File: config.mk
export PLATFORM = sky130hd
export DESIGN_NAME = cpc_div
export DESIGN_NICKNAME = d
export VERILOG_FILES = /design/src/hw/rtl/cpc_pkg.sv /design/src/hw/rtl/cpc_div.sv
export SDC_FILE = /design/constraint.sdc
export NUM_CORES = 1
export LEC_CHECK = 0
export ABC_AREA = 1
export BUFFER_PORTS_ARGS = -buffer_cell sky130_fd_sc_hd__buf_2
export CAP_MARGIN = 15
export CORE_ASPECT_RATIO = 0.8
export CORE_MARGIN = 5
export CORE_UTILIZATION = 40
export DETAILED_ROUTE_END_ITERATION = 12
export PLACE_DENSITY = 0.67
export SLEW_MARGIN = 20
export SYNTH_ARGS = -nofsm -noshare
export SYNTH_HDL_FRONTEND = slang
export SYNTH_SLANG_ARGS = --single-unit
File: constraint.sdc
create_clock -name clk -period 14.74 [get_ports clk]
set_input_delay 2.948 -clock clk [delete_from_list [all_inputs] [get_ports clk]]
set_output_delay 2.948 -clock clk [all_outputs]
set_load 0.05 [all_outputs]
File: src/hw/rtl/cpc_pkg.sv
`default_nettype none
// cpc_pkg: shared constants, vertex type and coordinate helpers for the
// convex polygon clipper. Used by cpc_div and convex_polygon_clipper.

package cpc_pkg;

  // default polygon capacities
  localparam int MAX_IN_VERTICES  = 8;
  localparam int MAX_OUT_VERTICES = 16;

  // datapath widths
  localparam int CRD_W  = 32;  // Q16.16 coordinate
  localparam int DIFF_W = 33;  // coordinate difference
  localparam int PROD_W = 66;  // product of two differences
  localparam int SIDE_W = 68;  // cross product (side test)
  localparam int DEN_W  = 69;  // sum of two side magnitudes
  localparam int AREA_W = 72;  // signed area accumulator

  // vertex packed as {y, x}
  typedef logic [2*CRD_W-1:0] vtx_t;

  function automatic logic [CRD_W-1:0] vx(input vtx_t v);
    vx = v[CRD_W-1:0];
  endfunction

  function automatic logic [CRD_W-1:0] vy(input vtx_t v);
    vy = v[2*CRD_W-1:CRD_W];
  endfunction

  // sign extend a coordinate to difference width
  function automatic logic signed [DIFF_W-1:0] sx(input logic [CRD_W-1:0] c);
    sx = DIFF_W'(signed'(c));
  endfunction

endpackage

`default_nettype wire

File: src/hw/rtl/cpc_div.sv
`default_nettype none
// cpc_div: bit-serial scaled divider, q = round(pm * dmag / den), ties up.
// One bit of dmag per cycle, then a rounding step. Uses cpc_pkg widths.

module cpc_div (
  input  wire logic                        clk,
  input  wire logic                        rst,
  input  wire logic                        start,
  input  wire logic [cpc_pkg::SIDE_W-1:0]  pm,
  input  wire logic [cpc_pkg::DEN_W-1:0]   den,
  input  wire logic [cpc_pkg::CRD_W-1:0]   dmag,
  output logic                             done,
  output logic [cpc_pkg::CRD_W:0]          q
);

  localparam int RW = cpc_pkg::DEN_W + 2;
  localparam int NB = cpc_pkg::CRD_W;
  localparam int KW = $clog2(NB);

  logic                        busy;
  logic                        fin;
  logic [KW-1:0]               cnt;
  logic [RW-1:0]               rem;
  logic [NB:0]                 qa;
  logic [NB-1:0]               dsh;
  logic [cpc_pkg::SIDE_W-1:0]  pm_r;
  logic [cpc_pkg::DEN_W-1:0]   den_r;

  logic [RW-1:0] r2;
  logic [RW-1:0] one_s;
  logic [RW-1:0] two_s;
  logic [RW-1:0] rem_next;
  logic [1:0]    k;
  logic          rnd;

  // one restoring step: remainder stays below den, quotient digit 0..2
  always_comb begin
    one_s = RW'(den_r);
    two_s = RW'({den_r, 1'b0});
    r2    = {rem[RW-2:0], 1'b0} + (dsh[NB-1] ? RW'(pm_r) : '0);
    if (r2 >= two_s) begin
      rem_next = r2 - two_s;
      k        = 2'd2;
    end else if (r2 >= one_s) begin
      rem_next = r2 - one_s;
      k        = 2'd1;
    end else begin
      rem_next = r2;
      k        = 2'd0;
    end
    rnd = ({rem[RW-2:0], 1'b0} >= one_s);
  end

  always_ff @(posedge clk) begin
    if (rst) begin
      busy <= 1'b0;
      fin  <= 1'b0;
      done <= 1'b0;
    end else begin
      done <= fin && !start && !busy;
      if (start) begin
        busy  <= 1'b1;
        fin   <= 1'b0;
        cnt   <= '0;
        rem   <= '0;
        qa    <= '0;
        dsh   <= dmag;
        pm_r  <= pm;
        den_r <= den;
      end else if (busy) begin
        rem <= rem_next;
        qa  <= {qa[NB-1:0], 1'b0} + (NB+1)'(k);
        dsh <= {dsh[NB-2:0], 1'b0};
        cnt <= cnt + 1'b1;
        if (cnt == KW'(NB-1)) begin
          busy <= 1'b0;
          fin  <= 1'b1;
        end
      end else if (fin) begin
        q    <= qa + (NB+1)'(rnd);
        fin  <= 1'b0;
      end
    end
  end

endmodule

`default_nettype wire

# Word-level counts from Yosys, hierarchy flattened

Cells that the tools add are included.

Register bits after elaboration: 313
Output and inout bits: 34
Word-level logic and storage cells: 45

$add $sub $neg: 6
$lt $le $gt $ge: 3
Equal/unequal tests: 1
Muxes and demuxes: 13
Bitwise logic cells: 3
Reductions and logical operators: 9

Operators by type and width:

| cell                                                           | number |
|---|---|
| 70-bit two-way mux                                             | 3 |
| 71-bit by 69-bit greater-or-equal comparator with 1-bit output | 2 |
| 71-bit by 68-bit adder with 71-bit output                      | 1 |
| 71-bit by 70-bit greater-or-equal comparator with 1-bit output | 1 |
| 70-bit by 69-bit subtractor with 70-bit output                 | 1 |
| 70-bit subtractor                                              | 1 |
| 68-bit two-way mux                                             | 1 |
| 32-bit two-way mux                                             | 2 |
| 33-bit by 1-bit adder with 33-bit output                       | 1 |
| 33-bit by 2-bit adder with 33-bit output                       | 1 |
| 33-bit two-way mux                                             | 1 |
| 5-bit by 1-bit adder with 5-bit output, second input constant  | 1 |
| 5-bit == test, second input constant                           | 1 |
| 5-bit two-way mux                                              | 1 |
| 1-bit two-way mux                                              | 4 |
| 2-bit AND reduction                                            | 2 |
| 4-bit AND reduction                                            | 1 |
| 1-bit inverter                                                 | 3 |
| 3-bit OR reduction                                             | 1 |
| 1-bit logical AND                                              | 2 |
| 1-bit zero test                                                | 2 |
| 2-bit two-way mux                                              | 1 |
| 2-bit nonzero test                                             | 1 |

# Logic depth before layout (Yosys ltp)

Gate-level depths: netlist of run 1.

Depth after elaboration: 7
Mapped depth: 50
Mapped depth without buffers: 46

# Worst setup path before layout of run 1

Ideal clock, no wire load.

Kind: input to register
From: in start
To: reg cnt[0], enable pin
Data arrival time: 10.172 ns
Required time: 14.053 ns
Slack: 3.880 ns
Stages on the path: 4
Path buffers: 2
Path through: clkbuf_1 -> inv_1 -> clkbuf_1 -> a21oi_1

Word-level cells in the longest chain between the ends: 2

Ends and longest elaborated chain:

| item                                 | RTL line      | text |
|---|---|---|
| start: declaration                   | cpc_div.sv:8  | `input wire logic start,` |
| 2-bit nonzero test (no source line)  | n/a           |  |
| 2-bit AND reduction (no source line) | n/a           |  |
| end signal: assignment               | cpc_div.sv:74 | `cnt <= cnt + 1'b1;` |
| end: declaration                     | cpc_div.sv:22 | `logic [KW-1:0] cnt;` |

No other way between the ends.
A chain may end at the register's enable or synchronous reset.

# Final worst setup path of run 1

From: reg dsh[31]
To: reg qa[29] (data pin)

Word-level cells in the longest chain between the ends: 7
Elaborated cells on any way between the ends: 8
Those cells by class: add/sub (2); order compare (2); mux (4)

Ends and longest elaborated chain:

| item                                                           | RTL line      | text |
|---|---|---|
| start: declaration                                             | cpc_div.sv:25 | `logic [NB-1:0] dsh;` |
| start signal: assignment                                       | cpc_div.sv:67 | `dsh <= dmag;` |
| start signal: assignment                                       | cpc_div.sv:73 | `dsh <= {dsh[NB-2:0], 1'b0};` |
| 68-bit two-way mux *                                           | cpc_div.sv:40 | `r2 = {rem[RW-2:0], 1'b0} + (dsh[NB-1] ? RW'(pm_r) : '0);` |
| 71-bit by 68-bit adder with 71-bit output *                    | cpc_div.sv:40 |  |
| 71-bit by 69-bit greater-or-equal comparator with 1-bit output | cpc_div.sv:44 | `end else if (r2 >= one_s) begin` |
| 1-bit two-way mux                                              | cpc_div.sv:44 |  |
| 2-bit two-way mux *                                            | cpc_div.sv:41 | `if (r2 >= two_s) begin` |
| 33-bit by 2-bit adder with 33-bit output *                     | cpc_div.sv:72 | `qa <= {qa[NB-1:0], 1'b0} + (NB+1)'(k);` |
| 33-bit two-way mux *                                           | cpc_div.sv:70 | `end else if (busy) begin` |
| end signal: assignment                                         | cpc_div.sv:72 |  |
| end: declaration                                               | cpc_div.sv:24 | `logic [NB:0] qa;` |

Every way passes the cells marked *; elsewhere a longest branch is shown, timed or not. The select of a mux whose other input is x is not followed.

==> results.md, run 1 <==
- In this run the most critical hold path is launched from dsh[7].
- The first element of the critical path is dsh[31].
- The number of setup violations in the final report is 0.
- The type of origin of the critical path is a flip-flop.
- After synthesis, the share of flip-flops with an asynchronous set or reset is 0%.
- The post-place instance area is 33700 um^2.
- The CTS buffer count is 38.
- Averaged over all synthesized cells, the footprint is around 6.8 um^2.
- The largest buffer count on any clock path is 3.
- The cts-stage hold buffer count is 0.
- The largest delay contributor family on the critical path is simple AND/OR/NAND/NOR gates.
- Sorting the synthesized cells by area gives the leading types as sky130_fd_sc_hd__edfxtp_1 (29%), sky130_fd_sc_hd__nand2_1 (15%), sky130_fd_sc_hd__ha_1 (11%), sky130_fd_sc_hd__inv_1 (8.7%), sky130_fd_sc_hd__a21oi_1 (7.0%).
- The buffer and inverter count on the worst path is 7.
- The final count of hold timing violations was 0.
- Global routing finished with a remaining overflow of 0.
- Compared with the post-synthesis result, the final layout area differs by 10.8%.
- Along the worst path, the maximum fanout reaches 24.
- The min-delay analysis places its worst path in the category reg -> reg.
- In the routed design, unresolved DRC markers number 0.
- At the later pin of the worst-skew pair, clock insertion delay measures about 0.59 ns.
- The detailed router finished its first iteration with ~4300 violations.
- The internal portion of the total power is about 0.0031 W.
- The area of all placed cells without fillers is around 35000 um^2.
- After detailed routing, the total wire length is roughly 140000 um.
- In this run the remaining antenna-violating nets after routing total 0.
- The delay of the slowest cell on the worst path is 0.86 ns.
- The final period demand of the worst path is around 8.8 ns.
- Of the cells placed in the final design, the portion with a size suffix greater than 1 is between 7 and 8%.
- The leakage dissipation is approximately 17 nW.
- Counting flops and latches in the post-synthesis netlist gives between 300 and 400.
- The CTS H-tree depth is 2.
- In the final design database the tool counted roughly 5300 nets.
- Across the routed clock network, the largest skew measured is roughly 0.043 ns.
- Entering global routing, the biggest net connects roughly 140 pins.
- The detailed router placed ~33000 vias in this run.
- The sequential group share of total power is 17.6%.
- Counting every instance in the synthesized netlist gives between 4000 and 5000.
- STA classifies the critical path endpoint as a flip-flop.
- The half-perimeter wire length after detailed placement is 121000 um.
- In the global route stage, overall resource usage came out at around a third.
- For this design, the sink count on the clock tree is roughly 310.
- Counting every net in the synthesized netlist gives around 5100.
- The number of violations of the max-capacitance limit is 0.
- The number of synthesized flops with an enable pin is between 300 and 400.
- The relative contribution of the clock network to total power is a little over an eighth.
- Adding up every negative setup slack in the final design gives 0 ns.
- The utilization after layout is between 40 and 50%.
- From left edge to right edge, the die measures roughly 320 um.
- The number of primary I/O pins is 206.
- In this run the standard cell core region covers between 70000 and 80000 um^2.
- The number of pins exceeding their max-slew limit in the final report is 0.
- The routed length per placed instance is 23.9 um.
- The number of vias per cell is roughly 5.6.
- By startpoint and endpoint, the worst setup path is classified as reg -> reg.
- Summed over all instances, the cell type with the most area after synthesis is sky130_fd_sc_hd__edfxtp_1.
- For the worst setup path, the data required time is between 15 and 20 ns.
- Setup repair after global routing left no endpoint under its margin.
- The root buffer cell chosen for the clock tree is sky130_fd_sc_hd__clkbuf_16.
- The netlist area before placement is approximately 32000 um^2.
- Routability-driven placement finished with a final weighted congestion of roughly 1.1.
- Counting instances in the post-synthesis netlist gives the leading cell types as sky130_fd_sc_hd__nand2_1 (1299), sky130_fd_sc_hd__inv_1 (729), sky130_fd_sc_hd__nor2_1 (572).
- The via count of the first global-routing pass is approximately 31000.
- The startpoint of the lowest-slack register-to-register path is dsh[31].
- The floorplan step defined a die boundary enclosing 84700 um^2.
- Yosys instantiated no cell more often than sky130_fd_sc_hd__nand2_1.
- The post-cts sizing count is 0.
- Among all flip-flop cells after synthesis, the most frequent one is sky130_fd_sc_hd__edfxtp_1.
- The warning count from the yosys run is 0.
- Among the stages of the critical path, the cell type that occurs most often is sky130_fd_sc_hd__nand2_1.
- The critical-path cell with the highest stage delay is sky130_fd_sc_hd__edfxtp_1.
- The share of Yosys cell area claimed by the top area cell type is between 20 and 30%.
- The final cycle utilization of the critical path is about three fifths.
- The data arrival time of the critical path is between 9 and 10 ns.
- The worst pin sits at a relative slew slack of 24.2%.
- The net switching fraction of the power is a little under three fifths.
- The run finished with clean final reports.
- The first global-routing pass estimated between 200000 and 250000 um of wire.
- The TritonCTS clock tree is built.
- The transition time at the pin with the least slew margin is between 1 and 1.5 ns.
- The number of antenna violations at the first check in global routing was 0.
- The clock-pin slew of the registers on the worst-case setup and hold paths is approximately 0.060 ns.
- The detailed-routing iteration count for the pre-antenna-repair pass is 6.
- The number of fill cells is 8327.
- The total power divided by cell area is around 200 nW/um^2.
- The combinational share of power is between 60% and 70%.
- The power spent charging and discharging nets is slightly above 0.004 W.
- Once the floorplan was initialized, standard cells occupied approximately 40% of the core.
- Of the synthesized area, sequential elements account for between 20% and 30%.
- The maximum VDD drop is slightly above 0.08 mV.
- The count of input and output buffers is ~210.
- The post-synthesis cell type count is between 50 and 60.
- The total number of placement rows is between 90 and 100.
- The y dimension of the die is 261 um.
- Derived from the worst setup path, the maximum achievable clock frequency is roughly 110 MHz.
- In this run the post-CTS setup repair buffer count came out at 0.
-- layout by cell type (no fill, tap or decap), drive strengths merged, types with 65 or more instances in the layout --
cell,n
nand3,221
nor2,588
edfxtp,310
xnor2,65
ha,279
buf,218
o21ai,195
a21oi,443
inv,742
xor2,129
nand2,1318
-- flip-flops by register name (all words and copies together) (netlist names) --
signal  cells
pm_r       68
q          33
qa         33
done        1
cnt         5
fin         1
busy        1
den_r      69
rem        70
dsh        32
-- cell families after synthesis --
| group | after synthesis | synth area share, % |
|---|---|---|
| AO/OA/AOI/OAI | 805 | 14.4 |
| XOR/XNOR | 194 | 5.38 |
| adder cells (fa/ha/maj) | 282 | 11.3 |
| buffers and inverters | 795 | 9.79 |
| flip-flops | 313 | 29.7 |
| AND/OR/NAND/NOR | 2282 | 29.5 |
-- path summary, 6_finish.rpt --
check | endpoint | slack, ns | depth (start not counted)
worst max register to register | qa[29] | 5.98 | 37
worst min-delay path | dsh[8] | 0.49 | 2
worst max-delay path | qa[29] | 5.98 | 37
worst min register to register | dsh[8] | 0.49 | 2
-- layout make-up --
cell class                 count  area [um^2]  share of cell area (%)
antenna                        2         5.00                  0.0143
multi-input combinational   3563        19100                    54.7
sequential                   313         9370                    26.8
clock buffer                  45          998                    2.86
tap                         1034         1290                    3.70
inverter                     739         2770                    7.93
clock inverter                24          259                   0.741
timing repair buffer         218         1140                    3.26
-- routing by layer --
layer / share of wire [%] / track usage [%]
met4: 3.8 / 10.5
met2: 38 / 44.3
met5: 0 / 0
met3: 14 / 10.7
met1: 44 / 47.9
-- through the flow --
stage | power [W] | cells | hold WS [ns] | worst slack [ns]
floorplan | 0.00419 | 4671 | 0.458 | 3.88
global placement | 0.00587 | 5867 | 0.480 | 6.13
detailed placement | 0.00585 | 5867 | 0.499 | 6.26
CTS | 0.00685 | 5936 | 0.489 | 6.20
global route | 0.00746 | 5936 | 0.528 | 5.50
finish | 0.00712 | 5938 | 0.487 | 5.98
-- power by group through the flow --
stage	clock network, W	registers [W]	logic [W]
after floorplan	0	0.00119	0.00300
after global placement	0	0.00126	0.00462
after detailed placement	0	0.00125	0.00459
after CTS	0.000997	0.00124	0.00462
after global routing	0.00103	0.00125	0.00518
final	0.000978	0.00125	0.00489
-- worst min-delay path: cells and delay by family (launching register included) --
family / cells / cell delay, ns
AND/OR/NAND/NOR: 2 / 0.09
flip-flops: 1 / 0.32
(Power assumes the default switching activity.)
==> run 2, diff against run 1 <==
Settings changed: ABC_AREA 1 to 0.
Clock period 14.74 ns to 8.9 ns, I/O delays scaled along.
==> run 2 against run 1 <==
Effect of this change:
- area after synthesis decreased by 15%
- combinational power is 87% higher
- final cell count decreased by 33%
- sequential power rose by 71%
- critical path depth is 7 lower
- largest cell class unchanged
- hold slack better by 0.018 ns
- wire length down 42%
- power is 79% higher
==> results.md, run 2 <==
- The y dimension of the die is 242 um (was 261 um).
- The final period demand of the worst path is 8.38 ns (was 8.76 ns).
- The count of input and output buffers is 205 (unchanged).
- Most instantiated cells after synthesis: sky130_fd_sc_hd__edfxtp_1 (310), sky130_fd_sc_hd__a21oi_1 (282), sky130_fd_sc_hd__ha_1 (279) (was sky130_fd_sc_hd__nand2_1 (1299), sky130_fd_sc_hd__inv_1 (729), sky130_fd_sc_hd__nor2_1 (572)).
- The TritonCTS clock tree is built (unchanged).
- The maximum clock skew at final layout is 0.0270 ns (was 0.0431 ns).
- The number of setup violations in the final report is 0 (unchanged).
- The initial DRC count is 2072 (was 4333).
- The final global-route overflow total is 0 (unchanged).
- The total clock sinks is 313 (unchanged).
- Setup repair after global routing missed its margin: no (unchanged).
- The critical path endpoint category was a flip-flop (unchanged).
- The most common cell after layout, fill and taps aside is sky130_fd_sc_hd__edfxtp_1 (was sky130_fd_sc_hd__nand2_1).
- The number of violations of the max-capacitance limit is 0 (unchanged).
- The maximum fanout count along the critical path is 68 (was 24).
- The global-route wire length before repair came to 127000 um (was 202000 um).
- The worst hold slack was 0.506 ns (was 0.487 ns).
- The number of vias per cell came to 5.84 (was 5.63).
- The total of flip-flops plus latches after synthesis is 313 (unchanged).
- Most frequent cells in the layout: sky130_fd_sc_hd__edfxtp_1 (310), sky130_fd_sc_hd__a21oi_1 (282), sky130_fd_sc_hd__ha_1 (279), sky130_fd_sc_hd__nand2_1 (236), sky130_fd_sc_hd__buf_2 (204) (was sky130_fd_sc_hd__nand2_1 (1299), sky130_fd_sc_hd__inv_1 (728), sky130_fd_sc_hd__nor2_1 (570), sky130_fd_sc_hd__a21oi_1 (439), sky130_fd_sc_hd__edfxtp_1 (310)).
- The detailed-routing iteration count for the pre-antenna-repair pass is 7 (was 6).
- The die span in x is 300 um (was 324 um).
- The timing-limited maximum frequency is 119 MHz (was 114 MHz).
- The count of buffers added by post-CTS timing repair for setup is 0 (unchanged).
- The post-placement cell count is 3895 (was 5867).
- The final non-filler cell total is 3958 (was 5938).
- The half-perimeter wire length after detailed placement is 64800 um (was 121000 um).
- The post-synthesis cell type count is 93 (was 57).
- The vias after detailed routing is 23100 (was 33400).
- The cell with the most instances on the worst path is sky130_fd_sc_hd__ha_1 (was sky130_fd_sc_hd__nand2_1).
- The cts-stage hold buffer count is 0 (unchanged).
- The worst reg-to-reg path cell count is 30 (was 37).
- The number of antenna violations at the first check in global routing came to 5 (was 0).
- The via count of the first global-routing pass is 21700 (was 31200).
- The utilization after layout is 44.5% (about the same).
- The total wirelength of the detailed-routed design was 82600 um (was 142000 um).
- The data arrival time of the critical path is 8.66 ns (was 9.08 ns).
- The sequential-to-total area share from yosys stat came to 34.9% (was 29.7%).
- The most frequent cell after synthesis is sky130_fd_sc_hd__edfxtp_1 (was sky130_fd_sc_hd__nand2_1).
- The overall die area is 72500 um^2 (was 84700 um^2).
- The final count of hold timing violations is 0 (unchanged).
- The floorplan core area came to 66900 um^2 (was 78500 um^2).
- The top register by number of flip-flops was rem (unchanged).
- The critical path required time is 9.18 ns (was 15.06 ns).
- The maximum VDD drop was 0.232 mV (was 0.0817 mV).
- The post-synthesis net count is 3369 (was 5125).
- The CTS H-tree depth came to 2 (unchanged).
- The routed length per placed instance came to 20.9 um (was 23.9 um).
- The most used flip-flop cell after synthesis was sky130_fd_sc_hd__edfxtp_1 (unchanged).
- The post-place instance area is 28600 um^2 (was 33700 um^2).
- The aggregate global-route resource usage is 21.8% (was 32.5%).
- The netlist area before placement is 26900 um^2 (was 31600 um^2).
- The number of nets in the layout is 3518 (was 5327).
- The post-cts sizing count was 0 (unchanged).
- Top cells by area, synth: sky130_fd_sc_hd__edfxtp_1 (35%), sky130_fd_sc_hd__ha_1 (13%), sky130_fd_sc_hd__a21oi_1 (5.3%), sky130_fd_sc_hd__xnor2_1 (4.3%), sky130_fd_sc_hd__xor2_1 (3.7%) (was sky130_fd_sc_hd__edfxtp_1 (29%), sky130_fd_sc_hd__nand2_1 (15%), sky130_fd_sc_hd__ha_1 (11%), sky130_fd_sc_hd__inv_1 (8.7%), sky130_fd_sc_hd__a21oi_1 (7.0%)).
- The critical-path cell with the highest stage delay is sky130_fd_sc_hd__or4_1 (was sky130_fd_sc_hd__edfxtp_1).
- The area of all placed cells without fillers is 29800 um^2 (was 35000 um^2).
- The final weighted congestion of routability-driven global placement is 0.998 (was 1.13).
- The CTS buffer count is 37 (was 38).
- The share of Yosys cell area claimed by the top area cell type is 34.7% (was 29.5%).
- The DRC violations left was 0 (unchanged).
- The number of nets with antenna violations after detailed routing is 0 (unchanged).
- The number of flip-flops in the largest register was 70 (unchanged).
- The clock tree root driver cell is sky130_fd_sc_hd__clkbuf_16 (unchanged).
- The transition time at the pin with the least slew margin is 1.05 ns (was 1.13 ns).
- The number of primary I/O pins came to 206 (unchanged).
- The sum of negative setup slack came to 0 ns (unchanged).
- The cell depth of the worst min-delay path is 1 (was 2).
- The share of post-route cells with drive strength above 1 is 11.7% (was 7.12%).
- The number of synthesized flops with an enable pin was 310 (unchanged).
- The largest buffer count on any clock path came to 3 (unchanged).
- The leakage dissipation is 12.4 nW (was 16.6 nW).
- The type of origin of the critical path is a flip-flop (unchanged).
- The post-synthesis instance total is 2915 (was 4671).
- The headroom to the max-slew limit came to 29.7% (was 24.2%).
- The reg2reg setup slack was 0.52 ns (was 5.98 ns).
- The delay of the slowest cell on the worst path came to 0.52 ns (was 0.86 ns).
- The effective utilization at floorplan is 40.2% (about the same).
- The total power divided by cell area is 428 nW/um^2 (was 204 nW/um^2).
- The worst min-delay path category is reg -> reg (unchanged).
- The top cell type by total area after synthesis is sky130_fd_sc_hd__edfxtp_1 (unchanged).
- The critical path class is reg -> reg (unchanged).
- Largest regs: rem x70, den_r x69, pm_r x68 (unchanged).
- The fraction of registers with async set/reset is 0% (unchanged).
- The total number of placement rows is 85 (was 92).
- The mean area per synthesized cell is 9.21 um^2 (was 6.76 um^2).
- The final cycle utilization of the critical path was 94.2% (was 59.4%).
- Result of the run: complete, no violations (unchanged).
- The area growth from synthesis to layout is 10.8% (about the same).
- The clock latency at the later pin of the worst-skew pair is 0.57 ns (was 0.59 ns).
- The number of pins exceeding their max-slew limit in the final report is 0 (unchanged).
- The warning count from the yosys run was 0 (unchanged).
- The clock-pin slew of the registers on the worst-case setup and hold paths is 0.06 ns (about the same).
- The pin count of the biggest net entering global routing was 105 (was 138).
==> run 2: changes by cell type in the layout (fill, tap and decap cells not counted), moves of 33 or more <==
cell,before,now
sky130_fd_sc_hd__nor2_1,570,186
sky130_fd_sc_hd__a21o_1,29,120
sky130_fd_sc_hd__and2_1,2,86
sky130_fd_sc_hd__inv_1,728,137
sky130_fd_sc_hd__xnor2_1,65,133
sky130_fd_sc_hd__nand2_1,1299,236
sky130_fd_sc_hd__nor2b_1,0,33
sky130_fd_sc_hd__a21oi_1,439,282
sky130_fd_sc_hd__nor3_1,62,28
sky130_fd_sc_hd__a211oi_1,6,41
sky130_fd_sc_hd__nand3_1,219,71
sky130_fd_sc_hd__mux2_2,0,35
==> run 2: per-stage QoR <==
stage / setup WS [ns] / power [W]
3_5_place_dp: 0.385 / 0.0110
4_1_cts: 0.336 / 0.0125
3_3_place_gp: 0.615 / 0.0110
2_1_floorplan: 1.46 / 0.00889
5_1_grt: 0.0246 / 0.0137
6_report: 0.518 / 0.0127
==> run 2: path summary, 6_finish.rpt <==
kind / from / end
worst min-delay path: fin / done
worst max register to register: dsh[31] / qa[27]
worst max-delay path: dsh[31] / qa[27]
worst min register to register: fin / done
==> run 2: cell type report <==
| type | instances | area [um^2] |
|---|---|---|
| antenna | 2 | 5.00 |
| clock buffer | 42 | 955 |
| clock inverter | 19 | 158 |
| fill | 6514 | 37100 |
| inverter | 138 | 518 |
| multi-input combinational | 2343 | 16400 |
| sequential | 313 | 9370 |
| tap | 870 | 1090 |
| timing repair buffer | 231 | 1260 |
==> run 2: cells by family after synthesis <==
family	after synthesis	share of synthesized area, %
xor gates and xnor gates	249	8.15
DFF	313	34.9
muxes	52	2.10
and+or+nand+nor	850	15.7
buffers and inverters	259	4.13
AOI/OAI and AO/OA	910	21.8
adders and majority gates	282	13.2
==> run 2: worst max-delay path: cells and delay by family, from the launching register on <==
family	cells	cell delay, ns
compound gates	12	3.54
xor+xnor	2	0.33
fa+ha+maj	4	1.36
buf+inv	3	0.48
flops	1	0.41
simple gates	9	1.94
==> run 2: metal layers <==
layer	GRT usage (%)	part of all wire (%)	vias to the layer above
met2	30.9	40	969
met1	33.0	48	10800
met4	5.55	2.4	6
li1	-	-	11200
met3	5.54	9.5	126
met5	0	0.047	-
==> run 2: where the power goes <==
group	total [W]	switching (W)	internal, W
combinational	0.00915	0.00565	0.00350
sequential	0.00214	0.000158	0.00198
clock	0.00145	0.000626	0.000828
